<file path="config.mk">
export PLATFORM = sky130hd
export DESIGN_NAME = fba_fifo
export DESIGN_NICKNAME = d
export VERILOG_FILES = /design/src/hdl/frame_block_averager_unit_macros.svh /design/src/hdl/fba_pkg.sv /design/src/hdl/fba_fifo.sv
export SDC_FILE = /design/constraint.sdc
export NUM_CORES = 1
export LEC_CHECK = 0
export BUFFER_PORTS_ARGS = -buffer_cell sky130_fd_sc_hd__clkbuf_2
export CAP_MARGIN = 20
export CORE_MARGIN = 4
export CORE_UTILIZATION = 40
export CTS_BUF_LIST = sky130_fd_sc_hd__clkbuf_4 sky130_fd_sc_hd__clkbuf_8
export CTS_CLUSTER_DIAMETER = 80
export DETAILED_ROUTE_END_ITERATION = 10
export GPL_ROUTABILITY_DRIVEN = 0
export GPL_TIMING_DRIVEN = 0
export PLACE_DENSITY = 0.63
export RECOVER_POWER = 25
export SLEW_MARGIN = 30
export SYNTH_ARGS = -nofsm -noshare
export SYNTH_HDL_FRONTEND = slang
export SYNTH_SLANG_ARGS = --single-unit
export TNS_END_PERCENT = 5
</file>
<file path="constraint.sdc">
create_clock -name clk -period 4.67 [get_ports clk]
set_input_delay 0.7005 -clock clk [delete_from_list [all_inputs] [get_ports clk]]
set_output_delay 0.7005 -clock clk [all_outputs]
set_load 0.05 [all_outputs]
</file>
<file path="src/hdl/frame_block_averager_unit_macros.svh">
// Assertion macros shared by the frame block averager RTL.
`ifndef FRAME_BLOCK_AVERAGER_UNIT_MACROS_SVH
`define FRAME_BLOCK_AVERAGER_UNIT_MACROS_SVH

// Same-cycle implication, checked outside reset.
`define FBA_ASSERT_IMPLY(label, clk, rst, ante, cons) \
  label: assert property (@(posedge clk) disable iff (rst) (ante) |-> (cons)) \
    else $error("frame_block_averager_unit: same-cycle check failed");

// Next-cycle implication, checked outside reset.
`define FBA_ASSERT_NEXT(label, clk, rst, ante, cons) \
  label: assert property (@(posedge clk) disable iff (rst) (ante) |=> (cons)) \
    else $error("frame_block_averager_unit: next-cycle check failed");

`endif

</file>
<file path="src/hdl/fba_pkg.sv">
// Package of the frame block averager: sizes, register codes and shared types.
package fba_pkg;

  localparam int MAX_SAMPLES = 4096;
  localparam int MAX_FRAMES  = 1024;
  localparam int SAMPLE_BITS = 16;

  localparam int POS_BITS       = $clog2(MAX_SAMPLES);
  localparam int LEN_BITS       = POS_BITS + 1;
  localparam int FRAMES_BITS    = $clog2(MAX_FRAMES) + 1;
  localparam int SUM_BITS       = SAMPLE_BITS + $clog2(MAX_FRAMES);
  localparam int AZ_BITS        = 32;
  localparam int FN_BITS        = 32;
  localparam int CFG_INDEX_BITS = 8;
  localparam int CFG_DATA_BITS  = 16;
  localparam int FIFO_DEPTH     = 4;
  localparam int FIFO_PTR_BITS  = $clog2(FIFO_DEPTH);
  localparam int DIV_STAGES     = SUM_BITS;

  // Register reset values and clamp limits
  localparam logic [FRAMES_BITS-1:0] FRAMES_RESET = FRAMES_BITS'(1024);
  localparam logic [LEN_BITS-1:0]    LEN_RESET    = LEN_BITS'(1024);
  localparam logic [FRAMES_BITS-1:0] FRAMES_MAX   = FRAMES_BITS'(MAX_FRAMES);
  localparam logic [LEN_BITS-1:0]    LEN_MAX      = LEN_BITS'(MAX_SAMPLES);

  // Saturation limits of the average
  localparam logic [SUM_BITS-1:0] SAT_POS_MAG = SUM_BITS'((2 ** (SAMPLE_BITS - 1)) - 1);
  localparam logic [SUM_BITS-1:0] SAT_NEG_MAG = SUM_BITS'(2 ** (SAMPLE_BITS - 1));
  localparam logic [SAMPLE_BITS-1:0] SAT_HI = {1'b0, {(SAMPLE_BITS - 1){1'b1}}};
  localparam logic [SAMPLE_BITS-1:0] SAT_LO = {1'b1, {(SAMPLE_BITS - 1){1'b0}}};

  // Configuration register indexes
  typedef enum logic [CFG_INDEX_BITS-1:0] {
    REG_FRAMES_TO_AVERAGE = CFG_INDEX_BITS'(0),
    REG_SAMPLES_PER_FRAME = CFG_INDEX_BITS'(1)
  } cfg_reg_t;

  // Classified word handed from the front to the back
  typedef struct packed {
    logic [POS_BITS-1:0]           pos;
    logic signed [SAMPLE_BITS-1:0] sample;
    logic [AZ_BITS-1:0]            azimuth;
    logic                          first;
    logic                          last_frame;
    logic                          frame_end;
    logic [FN_BITS-1:0]            frame_number;
    logic [FRAMES_BITS-1:0]        n;
  } cmd_t;

  // Queue status
  typedef struct packed {
    logic empty;
    logic full;
  } fifo_status_t;

  // Finished sum handed to the divider
  typedef struct packed {
    logic                   valid;
    logic                   neg;
    logic [SUM_BITS-1:0]    mag;
    logic [FRAMES_BITS-1:0] n;
    logic [AZ_BITS-1:0]     azimuth;
    logic [FN_BITS-1:0]     frame_number;
    logic                   last;
  } div_in_t;

endpackage

</file>
<file path="src/hdl/fba_fifo.sv">
// Short queue of classified words between the front and the back.
module fba_fifo (
  input  logic                  clk,
  input  logic                  rst,
  input  logic                  push,
  input  fba_pkg::cmd_t         cmd_in,
  input  logic                  pop,
  output fba_pkg::cmd_t         head,
  output fba_pkg::fifo_status_t status
);
  import fba_pkg::*;

  cmd_t                   entries [FIFO_DEPTH];
  logic [FIFO_PTR_BITS-1:0] wr_ptr;
  logic [FIFO_PTR_BITS-1:0] rd_ptr;
  logic [FIFO_PTR_BITS:0]   count;

  assign head         = entries[rd_ptr];
  assign status.empty = (count == '0);
  assign status.full  = (count == (FIFO_PTR_BITS + 1)'(FIFO_DEPTH));

  // Storage, no reset needed
  always_ff @(posedge clk) begin
    if (push) begin
      entries[wr_ptr] <= cmd_in;
    end
  end

  // Pointers and fill count
  always_ff @(posedge clk) begin
    if (rst) begin
      wr_ptr <= '0;
      rd_ptr <= '0;
      count  <= '0;
    end else begin
      if (push) begin
        wr_ptr <= wr_ptr + 1'b1;
      end
      if (pop) begin
        rd_ptr <= rd_ptr + 1'b1;
      end
      priority case ({push, pop})
        2'b10:   count <= count + 1'b1;
        2'b01:   count <= count - 1'b1;
        default: count <= count;
      endcase
    end
  end

endmodule

</file>
[Yosys cells after proc, flatten, opt, wreduce, memory -nomap -nowiden]
Memory sizes are Yosys's and may differ from the RTL's. A register that Yosys moved wholly into a read port is not among the register bits.
Index checks and enable logic that the tools add are counted.
Cells by class
  $add $sub $neg: 4
  multiplexer cells: 5
  reduce and logical (&&, ||, !) cells: 2
  eq/ne operators: 3
Operators with widths (count)
  case mux 3 bit (2 select lines): 1
  adder 2 x 1 -> 2 bit (second input constant): 2
  2-to-1 mux 2 bit: 2
  adder 3 x 1 -> 3 bit (second input constant): 1
  == test 3 bit (second input constant): 1
  logical NOT 3 bit: 1
  subtractor 3 x 1 -> 3 bit (second input constant): 1
  == test 2 x 1 -> 1 bit (second input constant): 1
  == test 2 bit (second input constant): 1
  2-to-1 mux 1 bit: 2
  nonzero test 2 bit: 1
Word-level totals
  logic and storage cells: 18
  register bits after elaboration: 7
  memories kept: 1
  memory bits (writable): 424
  output and inout bits: 108
Memory list
  entries: depth 4, width 106, read ports 1, clocked after memory_dff 1, write ports 1, line fba_fifo.sv:13  | cmd_t entries [FIFO_DEPTH];

[Depth between registers and ports, before layout]
  depth in word-level cells: 3
  depth in mapped cells: 7

[Least setup slack after synthesis]
Ideal clock, no wire load.
  path kind: input -> register
  start: in push
  end: mem entries[0][0] (netlist bit), enable pin
  data arrival time: 3.143 ns
  path buffers: 0
  data required time: 4.193 ns
  cell stages on the path: 1
  setup slack: 1.050 ns
  cell sequence: and2_1
Between the ends
  longest elaborated chain between the ends: 2
Ends and longest elaborated chain
  start, declared: line fba_fifo.sv:5  | input logic push,
  2-to-1 mux 1 bit: line fba_fifo.sv:24  | if (push) begin
  2-to-1 mux 1 bit (implied by the code): line fba_fifo.sv:25  | entries[wr_ptr] <= cmd_in;
  end, declared: line fba_fifo.sv:13
Every way passes these cells.

==> run metrics <==
Req. time, crit path a little under 4 ns; Final Hold Viols 0; CP arrival 2.56 ns; CTS H-tree depth 3; final setup violation count 0; clock root buffer clkbuf_8; via density per instance ~5; Yosys cell types 21; slowest CP cell clkbuf_1; Worst-Margin Slew 0.8330 ns; Total GRT Usage 0.1452; worst skew pair latency just over 0.6 ns; die area roughly 0.043 mm^2; PostCTS Resize Cnt 0; worst vdd rail ir drop between 0.2 and 0.3 mV; Num CTS Buffers 72; Area Growth Syn to Fin 20.74%; crit path cell chain buf_2 > clkbuf_1 > mux4_2 > clkbuf_2; hold buffer count at cts 0; std cell rows a little over 70; vias between 7k and 8k; Clock Sink Count 433; chip height about 210 um; delay-heaviest family, CP buffers and inverters; commonest non-fill, non-tap cell in the layout edfxtp_1; flop and latch count out of synthesis ~430; RSZ-0062 raised after global routing false; clock period minus worst slack around 3.3 ns; ratio of cells with drive above 1 in the final layout 0.4172; Synth Instances ~600; R2R depth 5; Ports between 200 and 250; Starting DRT DRC Count between 300 and 400; total gr overflow 0; Final Non-Filler Cells 1473; first-pass GRT wire length 46200 um; Synth Warn # 0; Syn Nets between 700 and 800; Crit Path Max Fanout 10; CP Class flip-flop to output port; WP buf/inv 3; drt drc 0; max_slew headroom 0.4447; clock-pin slew on the worst setup and hold paths roughly 0.060 ns; top post-synthesis cells by area edfxtp_1, mux4_2, dfxtp_1; Seq/Total Area, Yosys 0.8213; CP Depth 4; number of max-cap violations 0; Avg WL per Cell 20.81 um; Critical Path Sink Type output port; most frequent cells in the layout edfxtp_1, clkbuf_2, mux4_2; Yosys top cell by area edfxtp_1; CORE AREA a little under 0.04 mm^2; number of global-route vias before repair approximately 8k; Hold Path Depth 1; placed insts roughly 1.3k; status finished, final reports clean; Avg Inst Size Synth between 20 and 30 um^2; Starting Density 0.4059; WL final ~31000 um; drt pass-1 iters 5; Hold Crit Class primary input to flip-flop; post-synth top area share 0.8098; Final ANT Viol Nets 0; LEAKAGE 6.313 nW; FF-to-FF setup slack 2.80 ns; width of the chip around 210 um; sum of negative setup slack 0 ns; Final Power 0.008935 W; initial antenna violation count 2; Final nets 1018; IO Port Bufs about 220; final cycle utilization of the critical path 0.6988; CTS tree built; Post-Synthesis Cell Area around 0.016 mm^2; FMAX just over 0.3 GHz; Final Skew between 0.02 and 0.025 ns; Pwr Density about 470 mW/mm^2; Crit path largest cell delay 0.67 ns; Setup Buffers After CTS 0; Slew Limit Fails 0; post-DP HPWL roughly 20000 um; Max Root-Sink Buffers 3; type of origin of the critical path flip-flop; largest net degree at the start of global routing 39
[stage by stage]
step | area [um^2] | setup WS, ns | hold WS [ns] | utilization
2_1_floorplan | 15720 | 1.050 | 0.4669 | -
3_3_place_gp | 17450 | -1.259 | 0.4896 | 0.4505
3_5_place_dp | 17700 | 1.919 | 0.4986 | 0.4570
4_1_cts | 19070 | 1.247 | 0.2446 | 0.4922
5_1_grt | 18980 | 1.203 | 0.2923 | 0.4900
6_report | 18980 | 1.407 | 0.3271 | 0.4901
[power breakdown]
group / total (W) / internal [W] / switching [W]
combinational: 0.00128 / 0.000381 / 0.000904
clock: 0.00315 / 0.00173 / 0.00142
sequential: 0.00450 / 0.00446 / 0.0000377
total: 0.00894 / 0.00657 / 0.00236
[state kept, by name, indices dropped and copies added (netlist names), named ones only]
name,flops
entries,424
count,3
rd_ptr,2
wr_ptr,2
[cells by family (layout without fill, tap and decap cells)]
kind of cell    after synthesis  after routing  share of synthesized area
flops                       433            433                     0.8213
compound gates                3              3                  0.0009547
simple gates                 16             16                   0.004854
fa+ha+maj                     6              6                   0.005252
mux                         107            107                     0.1525
other cells                   0              1                          0
buf+inv                      31            384                    0.01241
xor+xnor                      5              5                   0.002786
[worst reg2reg max path, stage by stage, from the launching register on]
cell	delay [ns]
dfxtp_1	0.35
inv_1	0.10
ha_1	0.15
and2_4	0.41
buf_12	0.27
buf_12	0.26
[worst paths after layout]
check / end / start
setup / recovery: head[42] / flip-flop
setup reg to reg: entries[2][49]$_DFFE_PP_ / wr_ptr[0]$_SDFFE_PP0P_
hold reg to reg: count[2]$_SDFFE_PP0P_ / count[2]$_SDFFE_PP0P_
hold / removal: entries[0][65]$_DFFE_PP_ / cmd_in[65]
[synthesized netlist by cell type, drive strengths merged]
master	count
edfxtp	424
mux4	106
buf	18
dfxtp	9
nor2	8
clkbuf	7
inv	6
ha	5
and2	4
xor2	3
a21oi	2
xnor2	2
and3	1
fa	1
mux2i	1
nand2	1
nor3	1
o21ai	1
or3	1
[area by class of cell]
class / count / area (um^2)
inverter: 6 / 22.52
antenna: 1 / 2.502
fill: 3151 / 19750
clock inverter: 28 / 156.4
clock buffer: 98 / 1205
tap: 518 / 648.1
buffer: 25 / 172.7
sequential: 433 / 12910
timing repair buffer: 227 / 1239
multi-input combinational: 137 / 2625
[layer usage]
| layer | GRT usage | up-vias | part of all wire |
|---|---|---|---|
| li1 | - | 3196 | - |
| met1 | 0.1861 | 3781 | 0.40 |
| met2 | 0.2311 | 232 | 0.49 |
| met3 | 0.05178 | 52 | 0.084 |
| met4 | 0.05204 | 2 | 0.020 |
| met5 | 0 | - | 0.00046 |
Note: power is estimated with default switching activity, not from simulation.
