[config.mk]
export PLATFORM = sky130hd
export DESIGN_NAME = fba_div
export DESIGN_NICKNAME = d
export VERILOG_FILES = /design/src/hdl/frame_block_averager_unit_macros.svh /design/src/hdl/fba_pkg.sv /design/src/hdl/fba_div.sv
export SDC_FILE = /design/constraint.sdc
export NUM_CORES = 2
export LEC_CHECK = 0
export BUFFER_PORTS_ARGS = -buffer_cell sky130_fd_sc_hd__buf_2
export CAP_MARGIN = 20
export CORE_MARGIN = 2
export CORE_UTILIZATION = 60
export DETAILED_ROUTE_END_ITERATION = 7
export PLACE_DENSITY_LB_ADDON = 0.12
export SLEW_MARGIN = 15
export SYNTH_ARGS = -nofsm -noshare
export SYNTH_HDL_FRONTEND = slang
export SYNTH_SLANG_ARGS = --single-unit
[constraint.sdc]
create_clock -name clk -period 299 [get_ports clk]
set_input_delay 59.8 -clock clk [delete_from_list [all_inputs] [get_ports clk]]
set_output_delay 59.8 -clock clk [all_outputs]
set_load 0.05 [all_outputs]
[src/hdl/frame_block_averager_unit_macros.svh]
// Assertion macros shared by the frame block averager RTL.
`ifndef FRAME_BLOCK_AVERAGER_UNIT_MACROS_SVH
`define FRAME_BLOCK_AVERAGER_UNIT_MACROS_SVH

// Same-cycle implication, checked outside reset.
`define FBA_ASSERT_IMPLY(label, clk, rst, ante, cons) \
  label: assert property (@(posedge clk) disable iff (rst) (ante) |-> (cons)) \
    else $error("frame_block_averager_unit: same-cycle check failed");

// Next-cycle implication, checked outside reset.
`define FBA_ASSERT_NEXT(label, clk, rst, ante, cons) \
  label: assert property (@(posedge clk) disable iff (rst) (ante) |=> (cons)) \
    else $error("frame_block_averager_unit: next-cycle check failed");

`endif

[src/hdl/fba_pkg.sv]
// Package of the frame block averager: sizes, register codes and shared types.
package fba_pkg;

  localparam int MAX_SAMPLES = 4096;
  localparam int MAX_FRAMES  = 1024;
  localparam int SAMPLE_BITS = 16;

  localparam int POS_BITS       = $clog2(MAX_SAMPLES);
  localparam int LEN_BITS       = POS_BITS + 1;
  localparam int FRAMES_BITS    = $clog2(MAX_FRAMES) + 1;
  localparam int SUM_BITS       = SAMPLE_BITS + $clog2(MAX_FRAMES);
  localparam int AZ_BITS        = 32;
  localparam int FN_BITS        = 32;
  localparam int CFG_INDEX_BITS = 8;
  localparam int CFG_DATA_BITS  = 16;
  localparam int FIFO_DEPTH     = 4;
  localparam int FIFO_PTR_BITS  = $clog2(FIFO_DEPTH);
  localparam int DIV_STAGES     = SUM_BITS;

  // Register reset values and clamp limits
  localparam logic [FRAMES_BITS-1:0] FRAMES_RESET = FRAMES_BITS'(1024);
  localparam logic [LEN_BITS-1:0]    LEN_RESET    = LEN_BITS'(1024);
  localparam logic [FRAMES_BITS-1:0] FRAMES_MAX   = FRAMES_BITS'(MAX_FRAMES);
  localparam logic [LEN_BITS-1:0]    LEN_MAX      = LEN_BITS'(MAX_SAMPLES);

  // Saturation limits of the average
  localparam logic [SUM_BITS-1:0] SAT_POS_MAG = SUM_BITS'((2 ** (SAMPLE_BITS - 1)) - 1);
  localparam logic [SUM_BITS-1:0] SAT_NEG_MAG = SUM_BITS'(2 ** (SAMPLE_BITS - 1));
  localparam logic [SAMPLE_BITS-1:0] SAT_HI = {1'b0, {(SAMPLE_BITS - 1){1'b1}}};
  localparam logic [SAMPLE_BITS-1:0] SAT_LO = {1'b1, {(SAMPLE_BITS - 1){1'b0}}};

  // Configuration register indexes
  typedef enum logic [CFG_INDEX_BITS-1:0] {
    REG_FRAMES_TO_AVERAGE = CFG_INDEX_BITS'(0),
    REG_SAMPLES_PER_FRAME = CFG_INDEX_BITS'(1)
  } cfg_reg_t;

  // Classified word handed from the front to the back
  typedef struct packed {
    logic [POS_BITS-1:0]           pos;
    logic signed [SAMPLE_BITS-1:0] sample;
    logic [AZ_BITS-1:0]            azimuth;
    logic                          first;
    logic                          last_frame;
    logic                          frame_end;
    logic [FN_BITS-1:0]            frame_number;
    logic [FRAMES_BITS-1:0]        n;
  } cmd_t;

  // Queue status
  typedef struct packed {
    logic empty;
    logic full;
  } fifo_status_t;

  // Finished sum handed to the divider
  typedef struct packed {
    logic                   valid;
    logic                   neg;
    logic [SUM_BITS-1:0]    mag;
    logic [FRAMES_BITS-1:0] n;
    logic [AZ_BITS-1:0]     azimuth;
    logic [FN_BITS-1:0]     frame_number;
    logic                   last;
  } div_in_t;

endpackage

[src/hdl/fba_div.sv]
// Back part two: pipelined restoring divider, sign and saturation, output register.
module fba_div (
  input  logic                                   clk,
  input  logic                                   rst,
  input  fba_pkg::div_in_t                       div_in,
  output logic                                   adv,
  output logic                                   out_valid,
  input  logic                                   out_stall,
  output logic signed [fba_pkg::SAMPLE_BITS-1:0] average,
  output logic [fba_pkg::AZ_BITS-1:0]            out_azimuth,
  output logic [fba_pkg::FN_BITS-1:0]            frame_number,
  output logic                                   last_sample
);
  import fba_pkg::*;

  typedef struct packed {
    logic                   neg;
    logic [FRAMES_BITS-1:0] rem;
    logic [SUM_BITS-1:0]    quo;
    logic [FRAMES_BITS-1:0] n;
    logic [AZ_BITS-1:0]     azimuth;
    logic [FN_BITS-1:0]     frame_number;
    logic                   last;
  } div_word_t;

  div_word_t              stage       [DIV_STAGES + 1];
  logic                   stage_valid [DIV_STAGES + 1];
  div_word_t              step        [DIV_STAGES];
  logic [FRAMES_BITS:0]   trial       [DIV_STAGES];

  logic [SUM_BITS-1:0]    quo_final;
  logic [SUM_BITS-1:0]    quo_neg;
  logic [SAMPLE_BITS-1:0] avg_next;

  // Whole back part moves when the output register is free or being taken
  assign adv = !out_valid || !out_stall;

  // One quotient bit per stage: shift in a dividend bit, compare, subtract
  always_comb begin
    for (int k = 0; k < DIV_STAGES; k++) begin
      trial[k] = {stage[k].rem, stage[k].quo[SUM_BITS-1]};
      step[k]  = stage[k];
      if (trial[k] >= {1'b0, stage[k].n}) begin
        step[k].rem = FRAMES_BITS'(trial[k] - {1'b0, stage[k].n});
        step[k].quo = {stage[k].quo[SUM_BITS-2:0], 1'b1};
      end else begin
        step[k].rem = trial[k][FRAMES_BITS-1:0];
        step[k].quo = {stage[k].quo[SUM_BITS-2:0], 1'b0};
      end
    end
  end

  // Restore the sign (toward zero) and saturate to the sample range
  assign quo_final = stage[DIV_STAGES].quo;
  assign quo_neg   = SUM_BITS'(0) - quo_final;

  always_comb begin
    if (stage[DIV_STAGES].neg) begin
      avg_next = (quo_final > SAT_NEG_MAG) ? SAT_LO : quo_neg[SAMPLE_BITS-1:0];
    end else begin
      avg_next = (quo_final > SAT_POS_MAG) ? SAT_HI : quo_final[SAMPLE_BITS-1:0];
    end
  end

  // Stage valid bits and output valid
  always_ff @(posedge clk) begin
    if (rst) begin
      for (int k = 0; k <= DIV_STAGES; k++) begin
        stage_valid[k] <= 1'b0;
      end
      out_valid <= 1'b0;
    end else if (adv) begin
      stage_valid[0] <= div_in.valid;
      for (int k = 0; k < DIV_STAGES; k++) begin
        stage_valid[k + 1] <= stage_valid[k];
      end
      out_valid <= stage_valid[DIV_STAGES];
    end
  end

  // Stage payloads and output word
  always_ff @(posedge clk) begin
    if (adv) begin
      stage[0].neg          <= div_in.neg;
      stage[0].rem          <= '0;
      stage[0].quo          <= div_in.mag;
      stage[0].n            <= div_in.n;
      stage[0].azimuth      <= div_in.azimuth;
      stage[0].frame_number <= div_in.frame_number;
      stage[0].last         <= div_in.last;
      for (int k = 0; k < DIV_STAGES; k++) begin
        stage[k + 1] <= step[k];
      end
      average      <= avg_next;
      out_azimuth  <= stage[DIV_STAGES].azimuth;
      frame_number <= stage[DIV_STAGES].frame_number;
      last_sample  <= stage[DIV_STAGES].last;
    end
  end

endmodule

# After elaboration in Yosys (flattened, before gate mapping)
# Memory sizes are Yosys's and may differ from the RTL's. A register that Yosys moved wholly into a read port is not among the register bits.
# Index checks and enable logic that the tools add are counted.
[word_totals] regBits=81 out_inout_bits=83 mem_bits_rw=3105 in_bits=107 elab_cells=153 mem_count=2 latchBits=0 romBits=0
[op_classes] n_reduce_logical=3 bitwise=27 addsub=27 n_shift=0 eq_ne=0 muxes=62 div=0 order_cmp=28 multipliers=0
[mem_list] name="stage" words=27 width=114 read_ports=27 rd_clocked_by_memory_dff=0 wr=27 line="fba_div.sv:26" source="div_word_t stage [DIV_STAGES + 1];"
[mem_list] name="stage_valid" words=27 width=1 read_ports=27 rd_clocked_by_memory_dff=1 wr=27 line="fba_div.sv:27" source="logic stage_valid [DIV_STAGES + 1];"
[op_table] operator="$mux W37" count=26
[op_table] operator="$ge A12 B11 Y1" count=26
[op_table] operator="$sub A11 B11 Y11" count=26
[op_table] operator="$mux W16" count=3
[op_table] operator="$mux W1" count=33
[op_table] operator="$or A1 B1 Y1" count=27
[op_table] operator="$gt A26 B15 Y1 const B" count=1
[op_table] operator="$gt A26 B16 Y1 const B" count=1
[op_table] operator="$sub A1 B16 Y16 const A" count=1
[op_table] operator="$logic_not A1 Y1" count=2
[op_table] operator="$logic_or A1 B1 Y1" count=1

# Logic depth before layout (Yosys ltp)
[logic_depth] ltp_word=6 mapped_depth=10 mapped_depth_nobuf=9

# Least setup slack after synthesis
# No wires, ideal clock.
[synth_path] path_kind="in2out" from="input out_stall" to="output adv" slack_ns=113.946 stages=1 required_ns=239.200 arrival_ns=125.254 n_path_buf=0 cell_sequence="nand2_1"
[synth_via] elab_chain_len=2
[synth_lines] element="start: declaration" line="fba_div.sv:8" source="input logic out_stall,"
[synth_lines] element="$logic_not A1 Y1" line="fba_div.sv:36" source="assign adv = !out_valid || !out_stall;"
[synth_lines] element="$logic_or A1 B1 Y1" line="fba_div.sv:36"
[synth_lines] element="end: declaration" line="fba_div.sv:6" source="output logic adv,"
# No other way between the ends.

# Worst setup path after layout
# Same ends and word-level chain as after synthesis.

==> flow_summary.yaml <==
run_status:
  outcome: "finished, final reports clean"
clock_network:
  cts-root-buf: "clkbuf_16"
  path_clk_slew_ns: 0.06
  cts.path.max_buffers: 4
  cts_sinks: 3154
  tritoncts: "yes"
  cts_max_level: 5
  cts_setup_buffers: 0
  clock_latency_ns: 0.92
  cts_resized: 0
  cts_inserted_buffers: 319
  cts_hold_buf: 0
timing:
  slew_violations: 0
  finalCriticalPeriod_ns: 120.35
  fin_hold_ws_ns: 0.366
  hold_viol: 0
  finalSetupViolCount: 0
  rsz0062_at_grt: "false"
  worstMarginPinSlew_ns: 1.04
  fin_skew_ns: 0.0564
  relSlewSlack: 0.308
  fin_crit_sh: 0.403
  setup-tns-final_ns: 0
  clock.fmax_mhz: 8.31
worst_setup_path:
  cp.required_ns: 239.20
  r2r_cells: 8
  r2r-end: "stage[0][0]"
  startpoint_type: "input port"
  cp.arrival_ns: 60.55
  r2r_slack_ns: 292.83
  startpoint: "out_stall"
  crit_path_end: "adv"
  timing.rr.start: "out_valid"
  worst-setup-path-type: "input port to primary output"
  path_max_fanout: 3
  endpoint_kind: "primary output"
yosys:
  synth-edff-count: 3153
  ys_types: 58
  syn_area_per_cell_um2: 20.2
  async_reset_ff_frac: 0
  synth_area_mm2: 0.112
  synth-main-ff-cell: "edfxtp_1"
  ys_seq_area_frac: 0.845
  yosysWarnings: 0
  synth_nets: 5953
  yosys_register_bits: 3154
  synthCells: 5544
finish:
  postLayoutCoreUtil: 0.681
  area_growth_pct: 12.7
  layout_common_cells: "3153 x edfxtp_1, 326 x clkbuf_16, 313 x inv_1"
  diodes: 0
  multi_input_area_mm2: 0.0159
  drive_above_1_share: 0.119
  num-fill-cells: 11799
  final_net_count: 6454
  stdcell_area_mm2: 0.126
  final_common_cell: "edfxtp_1"
  regArea_mm2: 0.0947
power_and_ir_drop:
  ir_worst_vdd_v: 0.00000629
  p_leak_nw: 48.1
  p_per_area_mw_per_mm2: 8.71
  p_total_mw: 1.10
global_route:
  grt_start_max_net_pins: 186
  grt-ovfl-total: 0
  grt_antenna_before_repair: 3
  grt_pass1_wl_um: 234000
  grt_pass1_vias: 46548
  track_usage: 0.151
routing:
  vias_per_cell: 5.27
  drc_errors: 0
  antenna_left: 0
  dr.pass1.iters: 6
  drt_wl_total_um: 143000
  post_drt_wl_per_cell_um: 16.4
  drtIter0Drc: 3252
  vias: 46153
place:
  gp_congestion: 0.865
  place_area_mm2: 0.116
  port_buffers: 189
  hpwl_um: 83800
floorplanning:
  coreArea_mm2: 0.185
  fp.dieArea_mm2: 0.190
  initial_utilization: 0.604
  die_w_um: 436
  fp-row-count: 158
  pin_count: 190
  die-height_um: 436
flow_run:
  drv_cap: 0
worst_hold_path:
  min_path_type: "flop to flop"
-- flip-flops by register name, indices dropped and copies added (netlist names) --
signal / count
stage: 3045
frame_number: 32
out_azimuth: 32
stage_valid: 27
average: 16
last_sample: 1
out_valid: 1
-- worst max-delay path, stage by stage --
cell and delay [ns]:
buf_2 0.12, nand2_4 0.23, buf_2 0.34
-- synth_stat cells, drive strengths merged (7+ instances only) --
cell     count  area share
a211oi      28      0.0019
a21boi      18      0.0012
a21o        58      0.0039
a21oi      173      0.0077
a31oi       21      0.0012
and2        19      0.0011
and3         7     0.00039
and4        17      0.0013
buf         24      0.0011
clkbuf      41      0.0014
edfxtp    3153        0.85
fa          24      0.0043
ha         278       0.031
inv        313       0.010
mux2       216       0.022
mux2i       49      0.0044
nand2       98      0.0033
nand2b      47      0.0027
nand3       48      0.0022
nand3b      25      0.0017
nand4       27      0.0015
nor2       193      0.0066
nor2b       59      0.0033
nor3        64      0.0030
o2111ai     42      0.0033
o211ai      23      0.0015
o21a        60      0.0040
o21ai      100      0.0045
o31a        19      0.0016
o31ai       18      0.0012
o41ai       19      0.0015
or3         13     0.00077
or3b        15      0.0012
xnor2      168       0.013
xor2        29      0.0023
-- through the flow --
stage	worst slack (ns)	instances
2_1_floorplan	113.95	5544
3_3_place_gp	178.63	8192
3_5_place_dp	178.62	8196
4_1_cts	178.62	8748
5_1_grt	178.61	8756
6_report	178.65	8756
-- logic make-up (layout without fill, tap and decap cells) --
kind of cell / count (synthesis) / after routing / synth area share
AOI/OAI and AO/OA: 603 / 603 / 0.0351
xor gates and xnor gates: 197 / 197 / 0.0154
buffers and inverters: 378 / 1110 / 0.0129
muxes: 265 / 265 / 0.0261
adders and majority gates: 302 / 302 / 0.0353
DFF: 3154 / 3154 / 0.845
and+or+nand+nor: 645 / 645 / 0.0299
-- worst min-delay path by stage --
stage / from / endpoint / slack [ns] / cells after the start
after CTS: stage[0][813] / stage[0][927] / 0.36 / 0
after floorplan: stage[1][1141] / frame_number[0] / 0.40 / 0
after global placement: stage[0][835] / stage[0][949] / 0.40 / 0
after detailed placement: stage[1][1155] / frame_number[14] / 0.40 / 0
after global routing: stage[0][289] / stage[0][403] / 0.37 / 0
final: stage[0][387] / stage[0][501] / 0.37 / 0
-- area by class of cell --
cell class / instances / share of cell area
clock buffer: 388 / 0.0667
clock inverter: 164 / 0.0118
inverter: 313 / 0.00930
multi-input combinational: 2012 / 0.126
sequential: 3154 / 0.750
tap: 2480 / 0.0246
timing repair buffer: 245 / 0.0117
-- per-layer routing --
layer | part of all wire | vias up | wire (um) | track usage
li1 | - | 22587 | - | -
met1 | 0.45 | 22382 | 64400 | 0.206
met2 | 0.48 | 833 | 68600 | 0.243
met3 | 0.040 | 351 | 5740 | 0.0304
met4 | 0.031 | 0 | 4470 | 0.0568
met5 | 0 | - | 0 | 0
-- power breakdown --
group          total [mW]  internal, mW  switching (mW)
clock network       0.374         0.223           0.151
registers           0.565         0.546          0.0182
logic               0.162        0.0757          0.0859
total                1.10         0.845           0.255
Note: power is estimated with default switching activity, not from simulation.
