--- config.mk ---
export PLATFORM = sky130hd
export DESIGN_NAME = fba_front
export DESIGN_NICKNAME = d
export VERILOG_FILES = /design/src/hdl/frame_block_averager_unit_macros.svh /design/src/hdl/fba_pkg.sv /design/src/hdl/fba_front.sv
export SDC_FILE = /design/constraint.sdc
export NUM_CORES = 1
export LEC_CHECK = 0
export BUFFER_PORTS_ARGS = -buffer_cell sky130_fd_sc_hd__buf_2
export CELL_PAD_IN_SITES_DETAIL_PLACEMENT = 2
export CELL_PAD_IN_SITES_GLOBAL_PLACEMENT = 2
export CORE_MARGIN = 2
export CORE_UTILIZATION = 30
export DETAILED_ROUTE_END_ITERATION = 12
export PLACE_DENSITY_LB_ADDON = 0.1
export SLEW_MARGIN = 20
export SYNTH_ARGS = -nofsm -noshare
export SYNTH_HDL_FRONTEND = slang
export SYNTH_SLANG_ARGS = --single-unit
--- constraint.sdc ---
create_clock -name clk -period 7.8 [get_ports clk]
set_input_delay 0.78 -clock clk [delete_from_list [all_inputs] [get_ports clk]]
set_output_delay 0.78 -clock clk [all_outputs]
set_load 0.02 [all_outputs]
--- src/hdl/frame_block_averager_unit_macros.svh ---
// Assertion macros shared by the frame block averager RTL.
`ifndef FRAME_BLOCK_AVERAGER_UNIT_MACROS_SVH
`define FRAME_BLOCK_AVERAGER_UNIT_MACROS_SVH

// Same-cycle implication, checked outside reset.
`define FBA_ASSERT_IMPLY(label, clk, rst, ante, cons) \
  label: assert property (@(posedge clk) disable iff (rst) (ante) |-> (cons)) \
    else $error("frame_block_averager_unit: same-cycle check failed");

// Next-cycle implication, checked outside reset.
`define FBA_ASSERT_NEXT(label, clk, rst, ante, cons) \
  label: assert property (@(posedge clk) disable iff (rst) (ante) |=> (cons)) \
    else $error("frame_block_averager_unit: next-cycle check failed");

`endif

--- src/hdl/fba_pkg.sv ---
// Package of the frame block averager: sizes, register codes and shared types.
package fba_pkg;

  localparam int MAX_SAMPLES = 4096;
  localparam int MAX_FRAMES  = 1024;
  localparam int SAMPLE_BITS = 16;

  localparam int POS_BITS       = $clog2(MAX_SAMPLES);
  localparam int LEN_BITS       = POS_BITS + 1;
  localparam int FRAMES_BITS    = $clog2(MAX_FRAMES) + 1;
  localparam int SUM_BITS       = SAMPLE_BITS + $clog2(MAX_FRAMES);
  localparam int AZ_BITS        = 32;
  localparam int FN_BITS        = 32;
  localparam int CFG_INDEX_BITS = 8;
  localparam int CFG_DATA_BITS  = 16;
  localparam int FIFO_DEPTH     = 4;
  localparam int FIFO_PTR_BITS  = $clog2(FIFO_DEPTH);
  localparam int DIV_STAGES     = SUM_BITS;

  // Register reset values and clamp limits
  localparam logic [FRAMES_BITS-1:0] FRAMES_RESET = FRAMES_BITS'(1024);
  localparam logic [LEN_BITS-1:0]    LEN_RESET    = LEN_BITS'(1024);
  localparam logic [FRAMES_BITS-1:0] FRAMES_MAX   = FRAMES_BITS'(MAX_FRAMES);
  localparam logic [LEN_BITS-1:0]    LEN_MAX      = LEN_BITS'(MAX_SAMPLES);

  // Saturation limits of the average
  localparam logic [SUM_BITS-1:0] SAT_POS_MAG = SUM_BITS'((2 ** (SAMPLE_BITS - 1)) - 1);
  localparam logic [SUM_BITS-1:0] SAT_NEG_MAG = SUM_BITS'(2 ** (SAMPLE_BITS - 1));
  localparam logic [SAMPLE_BITS-1:0] SAT_HI = {1'b0, {(SAMPLE_BITS - 1){1'b1}}};
  localparam logic [SAMPLE_BITS-1:0] SAT_LO = {1'b1, {(SAMPLE_BITS - 1){1'b0}}};

  // Configuration register indexes
  typedef enum logic [CFG_INDEX_BITS-1:0] {
    REG_FRAMES_TO_AVERAGE = CFG_INDEX_BITS'(0),
    REG_SAMPLES_PER_FRAME = CFG_INDEX_BITS'(1)
  } cfg_reg_t;

  // Classified word handed from the front to the back
  typedef struct packed {
    logic [POS_BITS-1:0]           pos;
    logic signed [SAMPLE_BITS-1:0] sample;
    logic [AZ_BITS-1:0]            azimuth;
    logic                          first;
    logic                          last_frame;
    logic                          frame_end;
    logic [FN_BITS-1:0]            frame_number;
    logic [FRAMES_BITS-1:0]        n;
  } cmd_t;

  // Queue status
  typedef struct packed {
    logic empty;
    logic full;
  } fifo_status_t;

  // Finished sum handed to the divider
  typedef struct packed {
    logic                   valid;
    logic                   neg;
    logic [SUM_BITS-1:0]    mag;
    logic [FRAMES_BITS-1:0] n;
    logic [AZ_BITS-1:0]     azimuth;
    logic [FN_BITS-1:0]     frame_number;
    logic                   last;
  } div_in_t;

endpackage

--- src/hdl/fba_front.sv ---
// Front of the averager: config registers, position and frame counters, classification.
module fba_front (
  input  logic                                clk,
  input  logic                                rst,
  input  logic                                in_valid,
  output logic                                in_stall,
  input  logic signed [fba_pkg::SAMPLE_BITS-1:0] sample,
  input  logic [fba_pkg::AZ_BITS-1:0]         azimuth,
  input  logic                                cfg_valid,
  input  logic [fba_pkg::CFG_INDEX_BITS-1:0]  cfg_index,
  input  logic [fba_pkg::CFG_DATA_BITS-1:0]   cfg_data,
  input  fba_pkg::fifo_status_t               fifo_status,
  output logic                                push,
  output fba_pkg::cmd_t                       cmd
);
  import fba_pkg::*;

  logic [FRAMES_BITS-1:0] frames_to_average;
  logic [LEN_BITS-1:0]    samples_per_frame;
  logic [POS_BITS-1:0]    sample_position;
  logic [FRAMES_BITS-1:0] frames_collected;
  logic [FN_BITS-1:0]     output_frame_count;

  logic [FRAMES_BITS-1:0] n_eff;
  logic [LEN_BITS-1:0]    len_eff;
  logic                   last_frame;
  logic                   frame_end;

  // Out-of-range register values clamp to 1..max
  always_comb begin
    if (frames_to_average == '0) begin
      n_eff = FRAMES_BITS'(1);
    end else if (frames_to_average > FRAMES_MAX) begin
      n_eff = FRAMES_MAX;
    end else begin
      n_eff = frames_to_average;
    end
    if (samples_per_frame == '0) begin
      len_eff = LEN_BITS'(1);
    end else if (samples_per_frame > LEN_MAX) begin
      len_eff = LEN_MAX;
    end else begin
      len_eff = samples_per_frame;
    end
  end

  // Classify the incoming word
  assign last_frame = ({1'b0, frames_collected} + 1'b1) >= {1'b0, n_eff};
  assign frame_end  = ({1'b0, sample_position} + 1'b1) >= len_eff;

  assign in_stall = fifo_status.full;
  assign push     = in_valid && !fifo_status.full;

  always_comb begin
    cmd.pos          = sample_position;
    cmd.sample       = sample;
    cmd.azimuth      = azimuth;
    cmd.first        = (frames_collected == '0);
    cmd.last_frame   = last_frame;
    cmd.frame_end    = frame_end;
    cmd.frame_number = output_frame_count;
    cmd.n            = n_eff;
  end

  // Config writes; unknown indexes are dropped
  always_ff @(posedge clk) begin
    if (rst) begin
      frames_to_average <= FRAMES_RESET;
      samples_per_frame <= LEN_RESET;
    end else if (cfg_valid) begin
      unique case (cfg_index)
        REG_FRAMES_TO_AVERAGE: frames_to_average <= cfg_data[FRAMES_BITS-1:0];
        REG_SAMPLES_PER_FRAME: samples_per_frame <= cfg_data[LEN_BITS-1:0];
        default: ;
      endcase
    end
  end

  // Position, frame and output frame counters
  always_ff @(posedge clk) begin
    if (rst) begin
      sample_position    <= '0;
      frames_collected   <= '0;
      output_frame_count <= '0;
    end else if (push) begin
      if (frame_end) begin
        sample_position <= '0;
        if (last_frame) begin
          frames_collected   <= '0;
          output_frame_count <= output_frame_count + 1'b1;
        end else begin
          frames_collected <= frames_collected + 1'b1;
        end
      end else begin
        sample_position <= sample_position + 1'b1;
      end
    end
  end

endmodule

# --- After elaboration in Yosys (flattened, before gate mapping) ---
# Index checks and enable logic that the tools add are counted.
op_classes:
  muxes: 6
  n_eq_ne: 1
  n_lt_le_gt_ge: 4
  n_addsub: 5
  reduce_logical: 10
ops:
  columns: ["op", "count"]
  rows:
  - ["11-bit two-way mux", 3]
  - ["32-bit by 1-bit adder with 32-bit output (second input constant)", 1]
  - ["13-bit two-way mux", 2]
  - ["11-bit zero test", 2]
  - ["12-bit by 1-bit adder with 13-bit output (second input constant)", 1]
  - ["13-bit greater-or-equal comparator", 1]
  - ["13-bit > comparator (second input constant)", 1]
  - ["13-bit zero test", 1]
  - ["11-bit by 1-bit adder with 12-bit output (second input constant)", 1]
  - ["12-bit by 1-bit adder with 12-bit output (second input constant)", 1]
  - ["12-bit by 11-bit greater-or-equal comparator with 1-bit output", 1]
  - ["12-bit two-way mux", 1]
  - ["11-bit by 1-bit adder with 11-bit output (second input constant)", 1]
  - ["11-bit > comparator (second input constant)", 1]
  - ["8-bit by 1-bit == test with 1-bit output (second input constant)", 1]
  - ["8-bit zero test", 1]
  - ["2-bit AND reduction", 3]
  - ["3-bit AND reduction", 1]
  - ["1-bit logical AND", 1]
  - ["1-bit zero test", 1]
totals:
  output_inout_bits: 108
  in_bits: 78
  regBits: 79
  elab_cells: 31

# --- Longest topological paths before layout ---
# Gate-level depths: netlist of the first run.
logic_depth:
  word_depth: 5
  mapped_depth: 15

# --- Worst setup path after synthesis of the first run ---
# OpenSTA, ideal clock, no wires.
synth_timing:
  kind: "reg-to-output"
  start: "register sample_position[0]"
  end: "output cmd[43] in the netlist's numbering"
  n_path_buf: 3
  required_time_ns: 7.020
  path_stages_with_launch: 16
  path_slack_ns: 3.906
  t_arrival_ns: 3.114
  cell_sequence: "dfxtp_1 ha_1 inv_1 or2_2 nor2_1 nand3_1 xnor2_1 ha_1 nand3_1 nand2_1 a21oi_1 and3_1 clkbuf_1 clkbuf_1 inv_1 buf_4"
synth_via:
  elab_chain_len: 2
synth_rtl:
  columns: ["item", "line", "rtl"]
  rows:
  - ["start, declared", "fba_front.sv:20", "logic [POS_BITS-1:0] sample_position;"]
  - ["start signal, assigned", "fba_front.sv:95", "sample_position <= sample_position + 1'b1;"]
  - ["12-bit by 1-bit adder with 13-bit output", "fba_front.sv:49", "assign frame_end = ({1'b0, sample_position} + 1'b1) >= len_eff;"]
  - ["13-bit greater-or-equal comparator", "fba_front.sv:49", null]
  - ["end, declared", "fba_front.sv:14", "output fba_pkg::cmd_t cmd"]
# No other way between the ends.

==> qor.yml, run 1 <==
detailed_routing:
  first_pass_iters: 4
  final_antenna_net_count: 0
  totalWireLength_um: 15800
  routed_via_density: 5.39
  routedWlPerCell_um: 18.3
  route.vias.total: 4653
  drc: 0
  first_iter_violations: 136
sta:
  hold_viol: 0
  max_slew_margin_pct: 37.5
  fin_crit_ps: 5000
  tightest_slew_ps: 938
  rsz0062_at_grt: "no"
  setup_viol_count_final: 0
  final.setup.tns_ps: 0
  fin_skew_ps: 5.28
  maxSlewViolCount: 0
  period_share_pct: 64.1
  fmax_mhz: 200
logic_synthesis:
  synth_edf_count: 0
  syn_inst: 631
  synthFlopType: "dfxtp_1"
  synth_nets: 737
  yosys_warnings: 0
  ys_seq_elements: 79
  async_flop_share_pct: 0
  syn_area_um2: 5120
  synth.distinct_cells: 52
  ys_seq_area_share_pct: 30.9
  avgSynthCellArea_um2: 8.12
clocking:
  path_clk_slew_ps: 60
  htree_levels: 3
  numCtsBuffers: 9
  cts-root-buf: "clkbuf_16"
  cts_tree: "built"
  hold_buffers: 0
  cts_sinks: 79
  cts_setup_buffers: 0
  cts_buffer_depth: 2
  insertion_delay_ps: 350
  ctsResizeCount: 0
setup_path:
  critPathMaxFanout: 72
  r2r_start: "frames_collected[0]$_SDFFE_PP0P_"
  crit_required_ps: 7020
  startpoint: "frames_collected[0]$_SDFFE_PP0P_"
  critical_path_class: "register to output port"
  endpoint_kind: "output port"
  worstPathArrival_ps: 4220
  critPathLaunchType: "register"
floorplanning:
  num_rows: 47
  ios: 186
  dieHeight_um: 135
  core_area_um2: 16600
  die_area_um2: 18100
  start_util_pct: 30.8
  die_x_um: 135
finish:
  nNetsFinal: 745
  num_antenna_cells: 0
  area_growth_syn_to_layout_pct: 9.06
  fin_cells: 864
  layout-drive-gt1-share_pct: 20.5
global_routing:
  grt_pass1_wl_um: 26000
  grt_pass1_vias: 4933
  gr-total-overflow: 0
  antenna_found_initial: 0
  grt_use_total_pct: 17.8
  grt_max_degree: 88
place:
  dpl.hpwl_um: 11000
  io_buffers: 85
  gp_congestion: 0.752
  dpl.cell_count: 848
pwr:
  ir_drop_mv: 0.0950
  leakagePower_nw: 2.32
  p_per_area_nw_per_um2: 162
job:
  cap_violations: 0
status:
  outcome: "finished, final reports clean"
min_path:
  hold_class: "register to register"
  min-delay-start: "frames_collected[10]$_SDFFE_PP0P_"
synthesized netlist by cell type (all sizes together), types with 4 or more instances:
library cell | count | area, um2
o32ai | 8 | 70.1
and3 | 14 | 92.6
nor2b | 4 | 25.0
ha | 28 | 350
nor3 | 8 | 40.0
nand4 | 19 | 125
nand2 | 62 | 233
o31ai | 16 | 120
clkbuf | 32 | 160
nand3 | 34 | 180
xor2 | 5 | 43.8
o311ai | 11 | 96.3
xnor2 | 14 | 123
and4 | 4 | 37.5
nor4 | 9 | 71.3
mux2i | 22 | 220
nand2b | 4 | 25.0
or4 | 16 | 120
dfxtp | 79 | 1580
a31oi | 5 | 31.3
a21oi | 46 | 241
o41ai | 11 | 96.3
nor2 | 40 | 150
or3 | 8 | 50.1
inv | 30 | 113
o21ai | 10 | 50.1
or2 | 13 | 81.3
buf | 58 | 414
placed cells by master (no fill, tap or decap), types with 2 or more instances in the layout:
master,netlist,final
or4_1,16,16
dfxtp_1,79,79
nor2_1,40,39
and2_1,2,2
bufinv_16,0,2
xnor2_1,14,14
nand3_1,32,32
o41ai_1,11,11
a31oi_1,5,5
nand2b_1,4,4
nand4_1,18,18
nand2_1,62,62
o32ai_1,8,8
or2_2,12,12
a211oi_1,3,3
buf_2,4,85
inv_1,30,30
and3_2,4,4
nor4b_1,2,2
o211ai_1,2,2
nand3_2,2,2
or3_1,8,8
clkinv_4,0,2
o21ai_0,10,10
and3_1,10,10
nor4_1,8,8
mux2i_1,22,22
mux2_2,3,3
nor3_1,8,8
buf_4,51,3
nor2b_1,4,4
xor2_1,5,5
ha_1,28,28
o311ai_0,11,11
clkinvlp_4,0,2
o31ai_1,16,16
and4_1,3,3
clkbuf_16,0,9
a21oi_1,45,45
routing by layer:
metal,global-route usage [%],vias up,wire length [um]
met2,31.4,90,7780
met4,3.27,0,106
met3,4.92,11,737
li1,-,2242,-
met5,0,-,0
met1,21.9,2310,7160
through the flow:
step | worst slack (ps) | power (W) | hold WS [ps] | utilization, % | instance area (um2)
finish | 2800 | 0.000908 | 491 | 33.6 | 5590
global route | 2540 | 0.000947 | 526 | 33.6 | 5590
CTS | 2760 | 0.000926 | 498 | 33.6 | 5590
detailed placement | 3200 | 0.000447 | 489 | 31.6 | 5270
global placement | 3280 | 0.000446 | 460 | 31.6 | 5260
floorplan | 3910 | 0.000468 | 445 | - | 5120
area by class of cell:
type,count,area [um2]
inverter,30,113
tap,220,275
fill,1948,11100
clock buffer,9,225
clock inverter,7,97.6
timing repair buffer,88,448
multi-input combinational,431,2850
sequential,79,1580
power by group:
part	switching [W]	total, W	internal, W
Sequential	0.00000136	0.000405	0.000404
Clock	0.000189	0.000470	0.000281
Combinational	0.0000217	0.0000320	0.0000104
critical path, stage by stage, from the launching register on:
cell and delay (ps):
dfxtp_1 420, ha_1 290, nand3_1 190, or2_0 370, or3_1 400, xnor2_1 150, ha_1 300, and3_1 170
a2111o_1 410, a21oi_4 120, buf_4 550, inv_1 210, buf_2 220
state kept, by name, indices dropped and copies added (netlist names):
name	count
output_frame_count	32
samples_per_frame	13
frames_to_average	11
sample_position	12
frames_collected	11
path summary, 6_finish.rpt:
kind                                   endpoint  slack [ps]  cells after the start
max                                     cmd[44]        2800                     12
min           frames_collected[10]$_SDFFE_PP0P_         490                      2
max reg2reg  output_frame_count[2]$_SDFFE_PP0P_        3530                     13
min reg2reg   frames_collected[10]$_SDFFE_PP0P_         490                      2
cell families (layout without fill, tap and decap cells):
logic type | after synthesis | after routing | share of synthesized area, %
and+or+nand+nor | 242 | 242 | 25.1
DFF | 79 | 79 | 30.9
adders and majority gates | 28 | 28 | 6.84
xor gates and xnor gates | 19 | 19 | 3.25
buffers and inverters | 121 | 134 | 13.6
AOI/OAI and AO/OA | 117 | 117 | 15.4
muxes | 25 | 25 | 4.96
(Power assumes the default switching activity.)
==> inputs of run 2 (changes only) <==
- ABC_AREA: not set -> 1
- CORE_UTILIZATION: 30 -> 26
- clock period: 7.8 -> 4.63 ns (I/O delays scaled with it)
==> run 2 against run 1 <==
Effect of this change: utilization is 4.1 points lower; clock power rose by 63%; synthesized area up 6.0%; flip-flop and latch count unchanged; die area is 22% higher; design area grew 7.4%; cell count increased by 31%; wire length rose by 19%; worst hold slack got worse by 140 ps; non-clock buffer count increased by 1; first-iteration DRC count up 24%; largest power group unchanged.
==> qor.yml, run 2 <==
logic_synthesis:
  yosysTopAreaCell: "dfxtp_1"
  synth_nets: 937
  async_flop_share_pct: 0
  synth.area.mux_share_pct: 0
  synth.distinct_cells: 28
  synth.top_cells.by_count: "225 x nand2_1, 99 x nor2_1, 80 x a21oi_1"
  syn_inst: 831
  ys_seq_elements: 79
  syn_area_um2: 5430
  synth_top_family_by_area: "simple AND/OR/NAND/NOR gates"
  synth.most_common_cell: "nand2_1"
  synth_simple_gate_area_share_pct: 33.8
  synth_area_leaders: "dfxtp_1 29%, nand2_1 16%, buf_4 7.6%"
  synth_top_area_share_pct: 29.1
  synth_compound_area_share_pct: 10.3
  synthFlopType: "dfxtp_1"
  synth_fa_ha_area_share_pct: 6.45
  synth_edf_count: 0
  ys_seq_area_share_pct: 29.1
  yosys_warnings: 0
  synth_xor_area_share_pct: 5.16
  avgSynthCellArea_um2: 6.54
floorplanning:
  die_x_um: 149
  core_area_um2: 20400
  start_util_pct: 26.7
  die_area_um2: 22100
  dieHeight_um: 149
  num_rows: 52
  ios: 186
place:
  gp_congestion: 0.800
  io_buffers: 85
  dpl.hpwl_um: 14500
  dpl.cell_count: 1112
pwr:
  p_per_area_nw_per_um2: 251
  leakagePower_nw: 2.58
  ir_drop_mv: 0.212
  p_total_w: 0.00150
detailed_routing:
  routed_via_density: 4.73
  totalWireLength_um: 18800
  first_pass_iters: 4
  first_iter_violations: 169
  route.vias.total: 5330
  final_antenna_net_count: 0
  routedWlPerCell_um: 16.6
  drc: 0
clocking:
  cts-root-buf: "clkbuf_16"
  numCtsBuffers: 9
  insertion_delay_ps: 350
  hold_buffers: 0
  cts_tree: "built"
  cts_buffer_depth: 2
  cts_sinks: 79
  htree_levels: 3
  ctsResizeCount: 0
  cts_setup_buffers: 0
  path_clk_slew_ps: 70
finish:
  largest_reg_flops: 32
  layout-drive-gt1-share_pct: 14.1
  area_growth_syn_to_layout_pct: 10.5
  layout_commonest_cell: "nand2_1"
  num_antenna_cells: 0
  largest_register: "output_frame_count"
  fin_cells: 1128
  reg.largest.list: "output_frame_count (32), samples_per_frame (13), sample_position (12)"
  layout_common_cells: "225 x nand2_1, 99 x nor2_1, 85 x buf_2"
  fin_util_pct: 29.5
  nNetsFinal: 959
setup_path:
  crit_required_ps: 4170
  cp_slowest_cell: "dfxtp_1"
  critPathLaunchType: "register"
  reg2reg_depth: 17
  critical_path_class: "register to output port"
  path_buf_inv: 4
  r2r_end: "sample_position[2]$_SDFFE_PP0P_"
  crit_path_frequent_cell: "inv_1"
  endpoint_kind: "output port"
  worstPathArrival_ps: 3250
  reg2reg_slack_ps: 990
  crit_chain: "inv_1 > nor2_2 > inv_1 > nor3_1 > nand2_1 > xor2_1 > ha_1 > nand2_1 > inv_1 > o21ai_0 > nand3_1 > nor2_2 > nand3_4 > buf_2"
  crit_path_max_incr_delay_ps: 380
  critPathMaxFanout: 24
  r2r_start: "sample_position[0]$_SDFFE_PP0P_"
  cp_top_family: "simple AND/OR/NAND/NOR gates"
sta:
  setup_viol_count_final: 0
  final.setup.tns_ps: 0
  hold_viol: 0
  fin_crit_ps: 3710
  hold_ws_ps: 355
  fin_skew_ps: 9.74
  maxSlewViolCount: 0
  max_slew_margin_pct: 43.2
  fmax_mhz: 269
  tightest_slew_ps: 849
  period_share_pct: 80.2
  rsz0062_at_grt: "no"
min_path:
  min-delay-start: "cfg_data[10]"
  hold_class: "input port to register"
  hold_depth: 3
  hold_end: "samples_per_frame[10]$_SDFFE_PP1P_"
global_routing:
  grt_pass1_wl_um: 30800
  antenna_found_initial: 0
  grt_max_degree: 53
  gr-total-overflow: 0
  grt_pass1_vias: 5847
  grt_use_total_pct: 17.6
status:
  outcome: "finished, final reports clean"
job:
  cap_violations: 0
==> run 2: changes by cell type after synthesis, moves of 12 or more <==
cell / delta
o21ai_0: +16
clkbuf_1: -14
o31ai_1: -16
xor2_1: +21
nand3b_1: +13
nand2_1: +163
or2_2: -12
mux2i_1: -22
nand3_1: +26
inv_1: +48
a21oi_1: +35
nor2_1: +59
or4_1: -16
==> run 2: kinds of logic (layout without fill, tap and decap cells) <==
group | after synthesis | after routing
AND/OR/NAND/NOR | 427 | 427
buffers and inverters | 156 | 183
AO/OA/AOI/OAI | 109 | 109
flip-flops | 79 | 79
XOR/XNOR | 32 | 32
adder cells (fa/ha/maj) | 28 | 28
==> run 2: stage by stage <==
step / worst slack (ps) / instance area (um2)
6_report: 919 / 6000
4_1_cts: 795 / 6000
3_3_place_gp: 1130 / 5700
3_5_place_dp: 895 / 5700
5_1_grt: 502 / 6000
2_1_floorplan: 1630 / 5430
==> run 2: worst max path at each step <==
| stage | cells past startpoint | start | endpoint | slack, ps |
|---|---|---|---|---|
| after floorplan | 15 | frames_to_average[4]$_SDFFE_PP0P_ | cmd[44] | 1630 |
| after global placement | 17 | sample_position[0]$_SDFFE_PP0P_ | sample_position[1]$_SDFFE_PP0P_ | 1130 |
| after detailed placement | 17 | sample_position[0]$_SDFFE_PP0P_ | sample_position[2]$_SDFFE_PP0P_ | 900 |
| after CTS | 14 | frames_collected[0]$_SDFFE_PP0P_ | cmd[44] | 790 |
| after global routing | 17 | sample_position[0]$_SDFFE_PP0P_ | sample_position[10]$_SDFFE_PP0P_ | 500 |
| final | 14 | frames_collected[0]$_SDFFE_PP0P_ | cmd[44] | 920 |
==> run 2: power by group <==
part           switching (W)  leakage [nW]  internal, W
clock network       0.000340         0.143     0.000425
registers         0.00000225         0.636     0.000680
logic              0.0000383          1.80    0.0000172
total               0.000381          2.58      0.00112
==> run 2: worst min-delay path, stage by stage <==
cell	delay, ps
buf_2	100
nand2_1	50
nand3_1	50
==> run 2: cell type report <==
| cell class | instances | area [um2] |
|---|---|---|
| well taps | 270 | 338 |
| flip-flops and latches | 79 | 1580 |
| multi-input cells | 596 | 3030 |
| fillers | 2521 | 14400 |
| clock buffers | 9 | 225 |
| inverters | 78 | 293 |
| clock inverters | 7 | 80.1 |
| repair buffers | 89 | 455 |
==> run 2: per-layer routing <==
layer	up-vias	part of all wire, %	global-route usage, %
met5	-	0	0
met4	0	1.3	5.00
met3	20	2.9	2.15
met2	75	48	31.0
met1	2577	47	22.7
li1	2658	-	-
